<file path="src/rtl/xdfs_pkg.sv">
// Shared constants, codes and handshake structs for the frame store.
// No dependencies; used by xdfs_ctrl, xdfs_datapath and the top level.
`timescale 1ns / 1ps

package xdfs_pkg;

  localparam int unsigned SCREEN_BYTES_I = 32000;
  localparam int unsigned SCREEN_LONGS   = SCREEN_BYTES_I / 4;
  localparam int unsigned LONG_AW        = $clog2(SCREEN_LONGS);

  localparam logic [15:0] SCREEN_BYTES = 16'(SCREEN_BYTES_I);

  localparam logic [1:0] OP_LOAD  = 2'd0;
  localparam logic [1:0] OP_DELTA = 2'd1;
  localparam logic [1:0] OP_EMIT  = 2'd2;

  localparam logic [1:0] MODE_4P = 2'd0;
  localparam logic [1:0] MODE_2P = 2'd1;

  localparam logic [5:0] LAST_GROUP_320 = 6'd19;
  localparam logic [5:0] LAST_GROUP_640 = 6'd39;

  typedef struct packed {
    logic latch;
    logic mem_wr;
    logic delta;
    logic rd_item;
    logic rd_fetch;
    logic capture;
    logic emit;
  } cmd_t;

  typedef struct packed {
    logic fetch_done;
  } stat_t;

endpackage

</file>
<file path="src/rtl/xdfs_ctrl.sv">
// Sequencer for load, delta and emit requests.
// Depends on xdfs_pkg; drives the command struct of xdfs_datapath.
`timescale 1ns / 1ps

module xdfs_ctrl (
  input  logic               clk,
  input  logic               rst,
  input  logic               start,
  input  logic [1:0]         operation,
  input  xdfs_pkg::stat_t    stat,
  output xdfs_pkg::cmd_t     cmd,
  output logic               busy
);

  typedef enum logic [6:0] {
    S_IDLE  = 7'b0000001,
    S_LOAD  = 7'b0000010,
    S_DRD   = 7'b0000100,
    S_DWR   = 7'b0001000,
    S_FETCH = 7'b0010000,
    S_CAPT  = 7'b0100000,
    S_DONE  = 7'b1000000
  } state_t;

  state_t state;
  state_t state_next;

  always_comb begin
    state_next = state;
    cmd        = '0;
    unique case (state)
      S_IDLE: begin
        if (start) begin
          cmd.latch = 1'b1;
          unique case (operation)
            xdfs_pkg::OP_LOAD:  state_next = S_LOAD;
            xdfs_pkg::OP_DELTA: state_next = S_DRD;
            xdfs_pkg::OP_EMIT:  state_next = S_FETCH;
            default:            state_next = S_IDLE;
          endcase
        end
      end
      S_LOAD: begin
        cmd.mem_wr = 1'b1;
        state_next = S_IDLE;
      end
      S_DRD: begin
        cmd.rd_item = 1'b1;
        state_next  = S_DWR;
      end
      S_DWR: begin
        cmd.mem_wr = 1'b1;
        cmd.delta  = 1'b1;
        state_next = S_IDLE;
      end
      S_FETCH: begin
        cmd.rd_fetch = 1'b1;
        state_next   = S_CAPT;
      end
      S_CAPT: begin
        cmd.capture = 1'b1;
        state_next  = stat.fetch_done ? S_DONE : S_FETCH;
      end
      S_DONE: begin
        cmd.emit   = 1'b1;
        state_next = S_IDLE;
      end
      default: state_next = S_IDLE;
    endcase
  end

  always_ff @(posedge clk) begin
    if (rst) begin
      state <= S_IDLE;
    end else begin
      state <= state_next;
    end
  end

  assign busy = (state != S_IDLE);

endmodule

</file>
<file path="config.mk">
export PLATFORM = sky130hd
export DESIGN_NAME = xdfs_ctrl
export DESIGN_NICKNAME = d
export VERILOG_FILES = /design/src/rtl/xdfs_pkg.sv /design/src/rtl/xdfs_ctrl.sv
export SDC_FILE = /design/constraint.sdc
export NUM_CORES = 1
export LEC_CHECK = 0
export ABC_AREA = 1
export BUFFER_PORTS_ARGS = -buffer_cell sky130_fd_sc_hd__clkbuf_2
export CORE_ASPECT_RATIO = 0.8
export CORE_UTILIZATION = 24
export CTS_CLUSTER_DIAMETER = 200
export DETAILED_ROUTE_END_ITERATION = 7
export PLACE_DENSITY = 0.53
export SYNTH_ARGS = -nofsm -noshare
export SYNTH_HDL_FRONTEND = slang
export SYNTH_SLANG_ARGS = --single-unit
</file>
<file path="constraint.sdc">
create_clock -name clk -period 1.6 [get_ports clk]
set_input_delay 0.08 -clock clk [delete_from_list [all_inputs] [get_ports clk]]
set_output_delay 0.08 -clock clk [all_outputs]
set_load 0.02 [all_outputs]
</file>
### Word level (Yosys, flattened, before mapping)

Cells that the tools add are included.
Widths: inputs -> output; s select.

* output and inout bits: 8
* bits in registers: 7
* logic and storage cells: 26

* reduce and logical (&&, ||, !) cells: 2
* eq/ne operators: 11
* multiplexer cells: 12

Operators with widths (count)
* $pmux 7 s4: 1
* $pmux 5 s3: 1
* $mux 7: 2
* $mux 1: 8
* $eq 7x1->1 const B: 1
* $eq 7x2->1 const B: 1
* $eq 7x3->1 const B: 1
* $eq 7x4->1 const B: 1
* $eq 7x5->1 const B: 1
* $eq 7x6->1 const B: 1
* $eq 7x7->1 const B: 1
* $ne 7x1->1 const B: 1
* $eq 2x1->1 const B: 1
* $eq 2x2->1 const B: 1
* $logic_not 2->1: 1
* $ne 2x2->1 const B: 1
* $reduce_or 2->1: 1

### Depth between registers and ports, before layout

Gate-level depths: netlist (run 1).

* depth after elaboration: 4
* gate-level depth with buffers: 8
* depth with buffers taken out: 8

### Worst setup path after synthesis (run 1)

Ideal clock, no wire load.

* path type: register to output
* start: reg state[1]
* end: out cmd[0] (netlist name)
* buffers on the path: 0
* data required time: 1.520 ns
* setup slack: 0.309 ns
* cell stages (with the launch flop): 4
* data arrival time: 1.211 ns
* cells stage by stage: dfxtp_1 nor2_2 nand2_2 nor4_1

RTL lines
* start, declared: RTL line xdfs_ctrl.sv:25 `state_t state;`
* start signal, assigned: RTL line xdfs_ctrl.sv:76 `state <= state_next;`
* end, declared: RTL line xdfs_ctrl.sv:11 `output xdfs_pkg::cmd_t cmd,`

==> impl_results.md, run 1 <==
* Status: completed
* DRC at 0
* Hold_buf cts at 0
* H-tree depth at 1
* First-pass GRT wire length at 1428 µm
* Initial antenna violation count at 0
* DRT antenna net count at 0
* Post-CTS Setup Bufs at 0
* FF-to-FF path depth at 5
* # fillers at 181
* Dominant cells by area after synthesis: dfxtp_1, inv_1, nand2_1
* Clk sinks at 7
* Max FFs per register at 7
* Pwr per Cell Area at 848.4 nW/µm²
* Syn_nets at 71
* Post-synth top area cell: dfxtp_1
* Die width at 48.38 µm
* Vias per inst at 4.202
* Multi-input logic area at 224.0 µm²
* Rows at 13
* WL per Instance at 8.529 µm
* Clk slew on worst S/H paths at 0.06 ns
* Worst hold path cell count at 2
* Initial DRC count at 16
* Layout net count at 89
* Max-slew headroom at 0.8350
* Sequential-to-total area share from yosys stat at 0.3394
* Critical path arrival at 1.33 ns
* TritonCTS clock tree: yes
* Final setup fails at 0
* Yosys top cell area share at 0.3394
* WP depth at 6
* Setup ws final at 0.1860 ns
* Maxcap violations at 0
* P_leak at 0.2815 nW
* CP max stage delay at 0.34 ns
* Worst-path cell chain: nor2_2 > nand2_2 > nor2_4 > inv_1 > nor2_1 > clkbuf_2
* Longest Clk Path Bufs at 2
* Crit start category: register
* Gr usage total at 0.1086
* I/O pin count at 14
* RSZ-0062 raised after global routing: false
* WP buf/inv at 2
* Final period utilization at 0.8838
* Yosys warns at 0
* Ant diodes at 0
* Setup_tns at 0 ns
* Hold wc startpoint: operation[0]
* Via Count at 437
* Critical Path RT at 1.52 ns
* Syn Area/Cell at 6.352 µm²
* Mapped Area at 412.9 µm²
* Dpl cells at 100
* Synth Instances at 65
* Pins Over Slew Limit at 0
* CORE AREA at 1610 µm²
* Initial Util at 0.2564
* Hold WC Path Type: in2reg
* Fin cells at 104
* Place WS at 0.4506 ns
* FF/Latch Area at 140.1 µm²
* Worst Setup SP: state[4]
* Drt first pass iters at 4
* Crit Path Class: reg2out
* Die H at 39.10 µm
* Total gr overflow at 0
* Vias in the first global route at 349
* Layout area overhead at 29.09%
* Delay-heaviest family, CP: simple AND/OR/NAND/NOR gates
* Crit path capture type: output pin
* Crit Path Max Fanout at 5
* Num CTS Buffers at 3
* Cell variety after synth at 13
* Slew @ Worst Pin at 0.2453 ns
* Synth Register Bits at 7
* Post-DP HPWL at 749.5 µm
* IO buf count at 13
* CTS root buf: clkbuf_4
* Post-Route Skew at 0.009263 ns
* Most frequent cells in the layout: inv_1, clkbuf_2, nand2_1, nor2_1, dfxtp_1
* Insertion delay to the later sink of the worst-skew pair at 0.26 ns
* Largest regs: state x7
* Max stage delay cell, worst path: dfxtp_1
* Final wirelength at 887 µm
* Largest Register: state
* Max Clock Freq at 707.2 MHz
* Final Hold Viols at 0
* Crit path time final at 1.414 ns
* GP Congestion at 0.7726
* Layout cells sized above 1 at 0.3171
* FF-to-FF Start: state[4]
* Die ar. at 1891 µm²
* Total power draw at 0.4522 mW
* CTS-repair resized insts at 0
* Maximum vdd ir drop at 0.0004416 V
* Largest net degree at the start of global routing at 6
==> worst paths after layout <==
check	endpoint	slack, ns
worst min-delay path	state[1]	0.03
worst max-delay path	cmd[6]	0.19
worst min register to register	state[5]	0.58
worst max register to register	state[1]	0.49
==> report_power, final <==
part | switching, mW | internal, mW | total, mW
clock | 0.0679 | 0.0914 | 0.159
combinational | 0.0702 | 0.0353 | 0.106
sequential | 0.00616 | 0.181 | 0.187
==> per-layer routing <==
metal / track usage / vias up / wire length, µm
li1: - / 233 / -
met1: 0.1373 / 190 / 471
met2: 0.1514 / 14 / 369
met3: 0.05882 / 0 / 46
met4: 0.04412 / 0 / 0
met5: 0 / - / 0
==> cell type report <==
type	instances	area share
timing repair buffer	13	0.1221
clock inverter	1	0.009390
sequential	7	0.2629
multi-input combinational	45	0.4202
inverter	13	0.09155
clock buffer	3	0.04225
tap	22	0.05164
==> metrics by stage <==
stage / cell area [µm²] / hold slack [ns] / util
6_report: 533.0 / 0.02972 / 0.3310
5_1_grt: 533.0 / 0.02804 / 0.3310
3_5_place_dp: 505.5 / 0.2974 / 0.3139
2_1_floorplan: 412.9 / 0.1568 / -
4_1_cts: 533.0 / 0.02071 / 0.3310
3_3_place_gp: 505.5 / 0.2883 / 0.3139
==> kinds of logic (layout without fill, tap and decap cells) <==
kind of cell / count (synthesis) / after routing / synth area share
simple gates: 44 / 44 / 0.5303
buf+inv: 13 / 30 / 0.1182
flops: 7 / 7 / 0.3394
compound gates: 1 / 1 / 0.01211
==> Yosys cell counts <==
| library cell | count |
|---|---|
| nand2_1 | 12 |
| nor3_1 | 4 |
| nor2_1 | 10 |
| nor2_4 | 2 |
| nand2_2 | 2 |
| a21oi_1 | 1 |
| dfxtp_1 | 7 |
| nand4_1 | 1 |
| nand3_1 | 6 |
| nand3b_1 | 1 |
| nor4_1 | 1 |
| inv_1 | 13 |
| nor2_2 | 5 |
No activity file was read; power rests on OpenSTA's default activity.
==> run 2, diff against run 1 <==
CORE_ASPECT_RATIO = unset   (was 0.8)
CORE_UTILIZATION = 31   (was 24)
PLACE_DENSITY = 0.63   (was 0.53)
==> run 2 against run 1 <==
Against the previous run: combinational power barely moved; worst hold slack improved by 0.0019 ns; critical path depth stayed put; sequential share of layout area grew 0.57 points; fmax up 2.3%; first-iteration DRC count is 13% lower; largest cell class unchanged.
==> impl_results.md, run 2 (synthesis results as in run 1) <==
* FF-to-FF path depth at 6 (was 5)
* Hold wc startpoint: operation[0] (unchanged)
* Post-DP HPWL at 689.7 µm (was 749.5 µm)
* I/O pin count at 14 (unchanged)
* Delay-heaviest family, CP: simple AND/OR/NAND/NOR gates (unchanged)
* Gr usage total at 0.1381 (was 0.1086)
* Die width at 38.50 µm (was 48.38 µm)
* Largest Register: state (unchanged)
* RSZ-0062 raised after global routing: false (unchanged)
* DRC at 0 (unchanged)
* Maxcap violations at 0 (unchanged)
* Vias in the first global route at 361 (was 349)
* TritonCTS clock tree: yes (unchanged)
* Maximum vdd ir drop at 0.0003160 V (was 0.0004416 V)
* Reg-to-reg endpoint: state[0] (was state[1])
* Hold_buf cts at 0 (unchanged)
* CP max stage delay at 0.34 ns (about the same)
* Critical Path RT at 1.52 ns (about the same)
* Drt first pass iters at 4 (unchanged)
* Crit Path Max Fanout at 5 (unchanged)
* Longest Clk Path Bufs at 2 (unchanged)
* Max Clock Freq at 723.8 MHz (was 707.2 MHz)
* Hold WC Path Type: in2reg (unchanged)
* Worst-path cell chain: nor2_2 > nand2_2 > nor2_4 > inv_1 > nor2_1 > clkbuf_2 (unchanged)
* H-tree depth at 1 (unchanged)
* Worst hold path endpoint: state[1] (unchanged)
* DRT antenna net count at 0 (unchanged)
* Ant diodes at 0 (unchanged)
* Placed cell area at 495.5 µm² (was 505.5 µm²)
* Place WS at 0.4832 ns (was 0.4506 ns)
* FF-to-FF Start: state[1] (was state[4])
* Post-route cell area at 521.8 µm² (was 533.0 µm²)
* Layout cells sized above 1 at 0.3049 (was 0.3171)
* WL per Instance at 8.729 µm (was 8.529 µm)
* Rows at 12 (was 13)
* Initial Util at 0.3526 (was 0.2564)
* Clk sinks at 7 (unchanged)
* Initial antenna violation count at 0 (unchanged)
* Hold slack final at 0.03160 ns (was 0.02972 ns)
* Largest regs: state x7 (unchanged)
* Final period utilization at 0.8635 (was 0.8838)
* Num CTS Buffers at 3 (unchanged)
* Critical path arrival at 1.30 ns (was 1.33 ns)
* Initial DRC count at 14 (was 16)
* Final wirelength at 838 µm (was 887 µm)
* Layout net count at 89 (unchanged)
* Insertion delay to the later sink of the worst-skew pair at 0.25 ns (was 0.26 ns)
* Pwr per Cell Area at 873.5 nW/µm² (was 848.4 nW/µm²)
* Worst hold path cell count at 2 (unchanged)
* Max FFs per register at 7 (unchanged)
* Largest net degree at the start of global routing at 6 (unchanged)
* Final setup fails at 0 (unchanged)
* WP buf/inv at 2 (unchanged)
* Max stage delay cell, worst path: dfxtp_1 (unchanged)
* Slew @ Worst Pin at 0.2246 ns (was 0.2453 ns)
* Via Count at 424 (was 437)
* Worst R2R Setup Slack at 0.49 ns (about the same)
* Crit start category: register (unchanged)
* Total gr overflow at 0 (unchanged)
* Layout area overhead at 26.36% (was 29.09%)
* Max-slew headroom at 0.8489 (was 0.8350)
* Die ar. at 1482 µm² (was 1891 µm²)
* Post-Route Skew at 0.001762 ns (was 0.009263 ns)
* Post-CTS Setup Bufs at 0 (unchanged)
* Total power draw at 0.4557 mW (was 0.4522 mW)
* GP Congestion at 0.7046 (was 0.7726)
* Setup ws final at 0.2184 ns (was 0.1860 ns)
* First-pass GRT wire length at 1359 µm (was 1428 µm)
* IO buf count at 13 (unchanged)
* CTS root buf: clkbuf_4 (unchanged)
* CORE AREA at 1171 µm² (was 1610 µm²)
* Crit path capture type: output pin (unchanged)
* P_leak at 0.2787 nW (was 0.2815 nW)
* Vias per inst at 4.417 (was 4.202)
* Crit Path Class: reg2out (unchanged)
* Clk slew on worst S/H paths at 0.06 ns (about the same)
* Pins Over Slew Limit at 0 (unchanged)
* Most frequent cells in the layout: inv_1, clkbuf_2, nand2_1, nor2_1, dfxtp_1 (unchanged)
* Final Hold Viols at 0 (unchanged)
* CTS-repair resized insts at 0 (unchanged)
* Setup_tns at 0 ns (unchanged)
* Die H at 38.50 µm (was 39.10 µm)
* Status: completed (unchanged)
* Crit path time final at 1.382 ns (was 1.414 ns)
## run 2: cell types whose count changed in the layout (fill, tap and decap cells not counted), sizes merged
cell,previous run,this run
clkinv,1,0
clkbuf,16,17
## run 2: worst max-delay path by stage
stage	from	cells past startpoint	slack, ns	to
floorplan	state[1]	3	0.31	cmd[0]
global placement	state[1]	6	0.50	state[0]
detailed placement	state[4]	6	0.48	cmd[6]
CTS	state[4]	6	0.20	cmd[6]
global route	state[0]	7	0.08	cmd[6]
finish	state[4]	6	0.22	cmd[6]
## run 2: cell type report
cell class	count	area, µm²
fillers	123	649.4
multi-input cells	45	224.0
flip-flops and latches	7	140.1
repair buffers	13	65.06
inverters	13	48.80
clock buffers	4	26.28
well taps	14	17.52
## run 2: worst reg2reg max path, cell delays in order (launching register included)
cell	delay, ns
dfxtp_1	0.34
nor2_2	0.16
nand2_2	0.12
nor2_4	0.13
nor2_1	0.06
nand2_1	0.09
nand4_1	0.09
## run 2: metal layers
metal  track usage  vias to the layer above  part of all wire
met4       0.07759                        0            0.0048
met3       0.03488                        2             0.064
li1              -                      233                 -
met2        0.2083                       14              0.41
met1        0.1754                      175              0.52
met5             0                        -                 0
## run 2: metrics by stage
stage | std cells | utilization
final | 96 | 0.4455
after global routing | 96 | 0.4455
after CTS | 96 | 0.4455
after detailed placement | 92 | 0.4231
after global placement | 92 | 0.4231
after floorplan | 65 | -
## run 2: report_power, final
part           leakage (nW)  switching (mW)  internal [mW]
clock network        0.0150          0.0683         0.0954
logic                 0.207          0.0696         0.0353
registers            0.0568         0.00601          0.181
total                 0.279           0.144          0.312
==> run 3, diff against run 2 <==
CTS_BUF_LIST = sky130_fd_sc_hd__clkbuf_8   (was unset)
SLEW_MARGIN = 10   (was unset)
==> run 3 against run 2 <==
Against the previous run: combinational power about the same; fmax increased by 2.7%; die area unchanged.
==> impl_results.md, run 3 (synthesis results as in run 1) <==
* Status: completed (unchanged)
* Slew @ Worst Pin at 0.2224 ns (was 0.2246 ns)
* Die width at 38.50 µm (unchanged)
* Rows at 12 (unchanged)
* Layout cells sized above 1 at 0.3049 (unchanged)
* Total gr overflow at 0 (unchanged)
* Maxcap violations at 0 (unchanged)
* Crit Path Max Fanout at 5 (unchanged)
* DRT antenna net count at 0 (unchanged)
* Num CTS Buffers at 3 (unchanged)
* Multi-input logic area at 224.0 µm² (unchanged)
* Hold WC Path Type: in2reg (unchanged)
* Critical path arrival at 1.27 ns (was 1.30 ns)
* Final Util at 0.4615 (was 0.4455)
* Layout net count at 89 (unchanged)
* Crit start category: register (unchanged)
* CTS-repair resized insts at 0 (unchanged)
* Final wirelength at 819 µm (was 838 µm)
* Hold slack final at 0.05903 ns (was 0.03160 ns)
* Die H at 38.50 µm (unchanged)
* Via Count at 418 (was 424)
* # fillers at 120 (was 123)
* CP max stage delay at 0.33 ns (was 0.34 ns)
* Max FFs per register at 7 (unchanged)
* Initial antenna violation count at 0 (unchanged)
* Max stage delay cell, worst path: dfxtp_1 (unchanged)
* P_leak at 0.2906 nW (was 0.2787 nW)
* Crit path time final at 1.345 ns (was 1.382 ns)
* Grt peak-use layer: met2 (unchanged)
* Largest regs: state x7 (unchanged)
* Longest Clk Path Bufs at 2 (unchanged)
* DRC at 0 (unchanged)
* Post-Route Skew at 0.0002790 ns (was 0.001762 ns)
* Hold_buf cts at 0 (unchanged)
* Pwr per Cell Area at 987.1 nW/µm² (was 873.5 nW/µm²)
* IO buf count at 13 (unchanged)
* Most frequent cells in the layout: inv_1, clkbuf_2, nand2_1, nor2_1, dfxtp_1 (unchanged)
* Largest net degree at the start of global routing at 6 (unchanged)
* GP Congestion at 0.7046 (unchanged)
* Initial Util at 0.3526 (unchanged)
* Setup_tns at 0 ns (unchanged)
* Maximum vdd ir drop at 0.0004335 V (was 0.0003160 V)
* Crit path capture type: output pin (unchanged)
* Initial DRC count at 12 (was 14)
* Pins Over Slew Limit at 0 (unchanged)
* WP buf/inv at 2 (unchanged)
* Final setup fails at 0 (unchanged)
* Clk slew on worst S/H paths at 0.04 ns (was 0.06 ns)
* GR Util met3 at 0.03488 (unchanged)
* Delay-heaviest family, CP: simple AND/OR/NAND/NOR gates (unchanged)
* H-tree depth at 1 (unchanged)
* TritonCTS clock tree: yes (unchanged)
* Layout area overhead at 30.91% (was 26.36%)
* Placed cell area at 495.5 µm² (unchanged)
* Drt first pass iters at 4 (unchanged)
* Ant diodes at 0 (unchanged)
* I/O pin count at 14 (unchanged)
* Final Hold Viols at 0 (unchanged)
* Grt met2 use at 0.1958 (was 0.2083)
* Die ar. at 1482 µm² (unchanged)
* Gr usage total at 0.1345 (was 0.1381)
* Post-CTS Setup Bufs at 0 (unchanged)
* FF/Latch Area at 140.1 µm² (unchanged)
* Clk sinks at 7 (unchanged)
* CTS root buf: clkbuf_8 (was clkbuf_4)
* Vias in the first global route at 349 (was 361)
* First-pass GRT wire length at 1317 µm (was 1359 µm)
* Post-route cell area at 540.5 µm² (was 521.8 µm²)
* Largest Register: state (unchanged)
* Critical Path RT at 1.52 ns (about the same)
* Post-DP HPWL at 689.7 µm (unchanged)
* Max-slew headroom at 0.8504 (was 0.8489)
* CORE AREA at 1171 µm² (unchanged)
* WL per Instance at 8.531 µm (was 8.729 µm)
* RSZ-0062 raised after global routing: false (unchanged)
* Total power draw at 0.5336 mW (was 0.4557 mW)
* Final period utilization at 0.8407 (was 0.8635)
* Met1 usage at 0.1754 (unchanged)
* Max Clock Freq at 743.4 MHz (was 723.8 MHz)
* Commonest non-fill, non-tap cell in the layout: inv_1
* Crit Path Class: reg2out (unchanged)
* Insertion delay to the later sink of the worst-skew pair at 0.22 ns (was 0.25 ns)
* Worst-path cell chain: nor2_2 > nand2_2 > nor2_4 > inv_1 > nor2_1 > clkbuf_2 (unchanged)
* Vias per inst at 4.354 (was 4.417)
## run 3: cell types whose count changed in the layout (fill, tap and decap cells not counted), sizes merged
cell / change
inv: +1
clkbuf: -1
## run 3: area by class of cell
type | instances | area share
Clock inverter | 1 | 0.006944
Clock buffer | 3 | 0.07639
Timing Repair Buffer | 13 | 0.1204
Tap cell | 14 | 0.03241
Sequential cell | 7 | 0.2593
Multi-Input combinational cell | 45 | 0.4144
Inverter | 13 | 0.09028
## run 3: worst reg2reg max path, stage by stage, from the launching register on
cell and delay (ns):
dfxtp_1 0.33, nor2_2 0.16, nand2_2 0.12, nor2_4 0.13, nor2_1 0.06, nand2_1 0.09
nand4_1 0.09
## run 3: metal layers
metal | share of wire | wire, µm
met5 | 0 | 0
met4 | 0.0098 | 8
met3 | 0.062 | 51
met2 | 0.40 | 328
met1 | 0.53 | 430
## run 3: where the power goes
group | total [mW] | leakage (nW) | internal, mW | switching (mW)
logic | 0.104 | 0.207 | 0.0353 | 0.0691
clock network | 0.241 | 0.0269 | 0.166 | 0.0753
registers | 0.188 | 0.0568 | 0.182 | 0.00599
total | 0.534 | 0.291 | 0.383 | 0.150
## run 3: final timing paths
| kind | slack, ns | depth (start not counted) | startpoint | end |
|---|---|---|---|---|
| hold reg to reg | 0.56 | 2 | state[4] | state[5] |
| setup reg to reg | 0.50 | 6 | state[1] | state[0] |
| setup / recovery | 0.25 | 6 | state[4] | cmd[6] |
| hold / removal | 0.06 | 2 | operation[0] | state[1] |
## run 3: through the flow
stage / std cells / setup WS, ns
2_1_floorplan: 65 / 0.3087
3_3_place_gp: 92 / 0.5010
3_5_place_dp: 92 / 0.4832
4_1_cts: 96 / 0.2371
5_1_grt: 96 / 0.1152
6_report: 96 / 0.2549
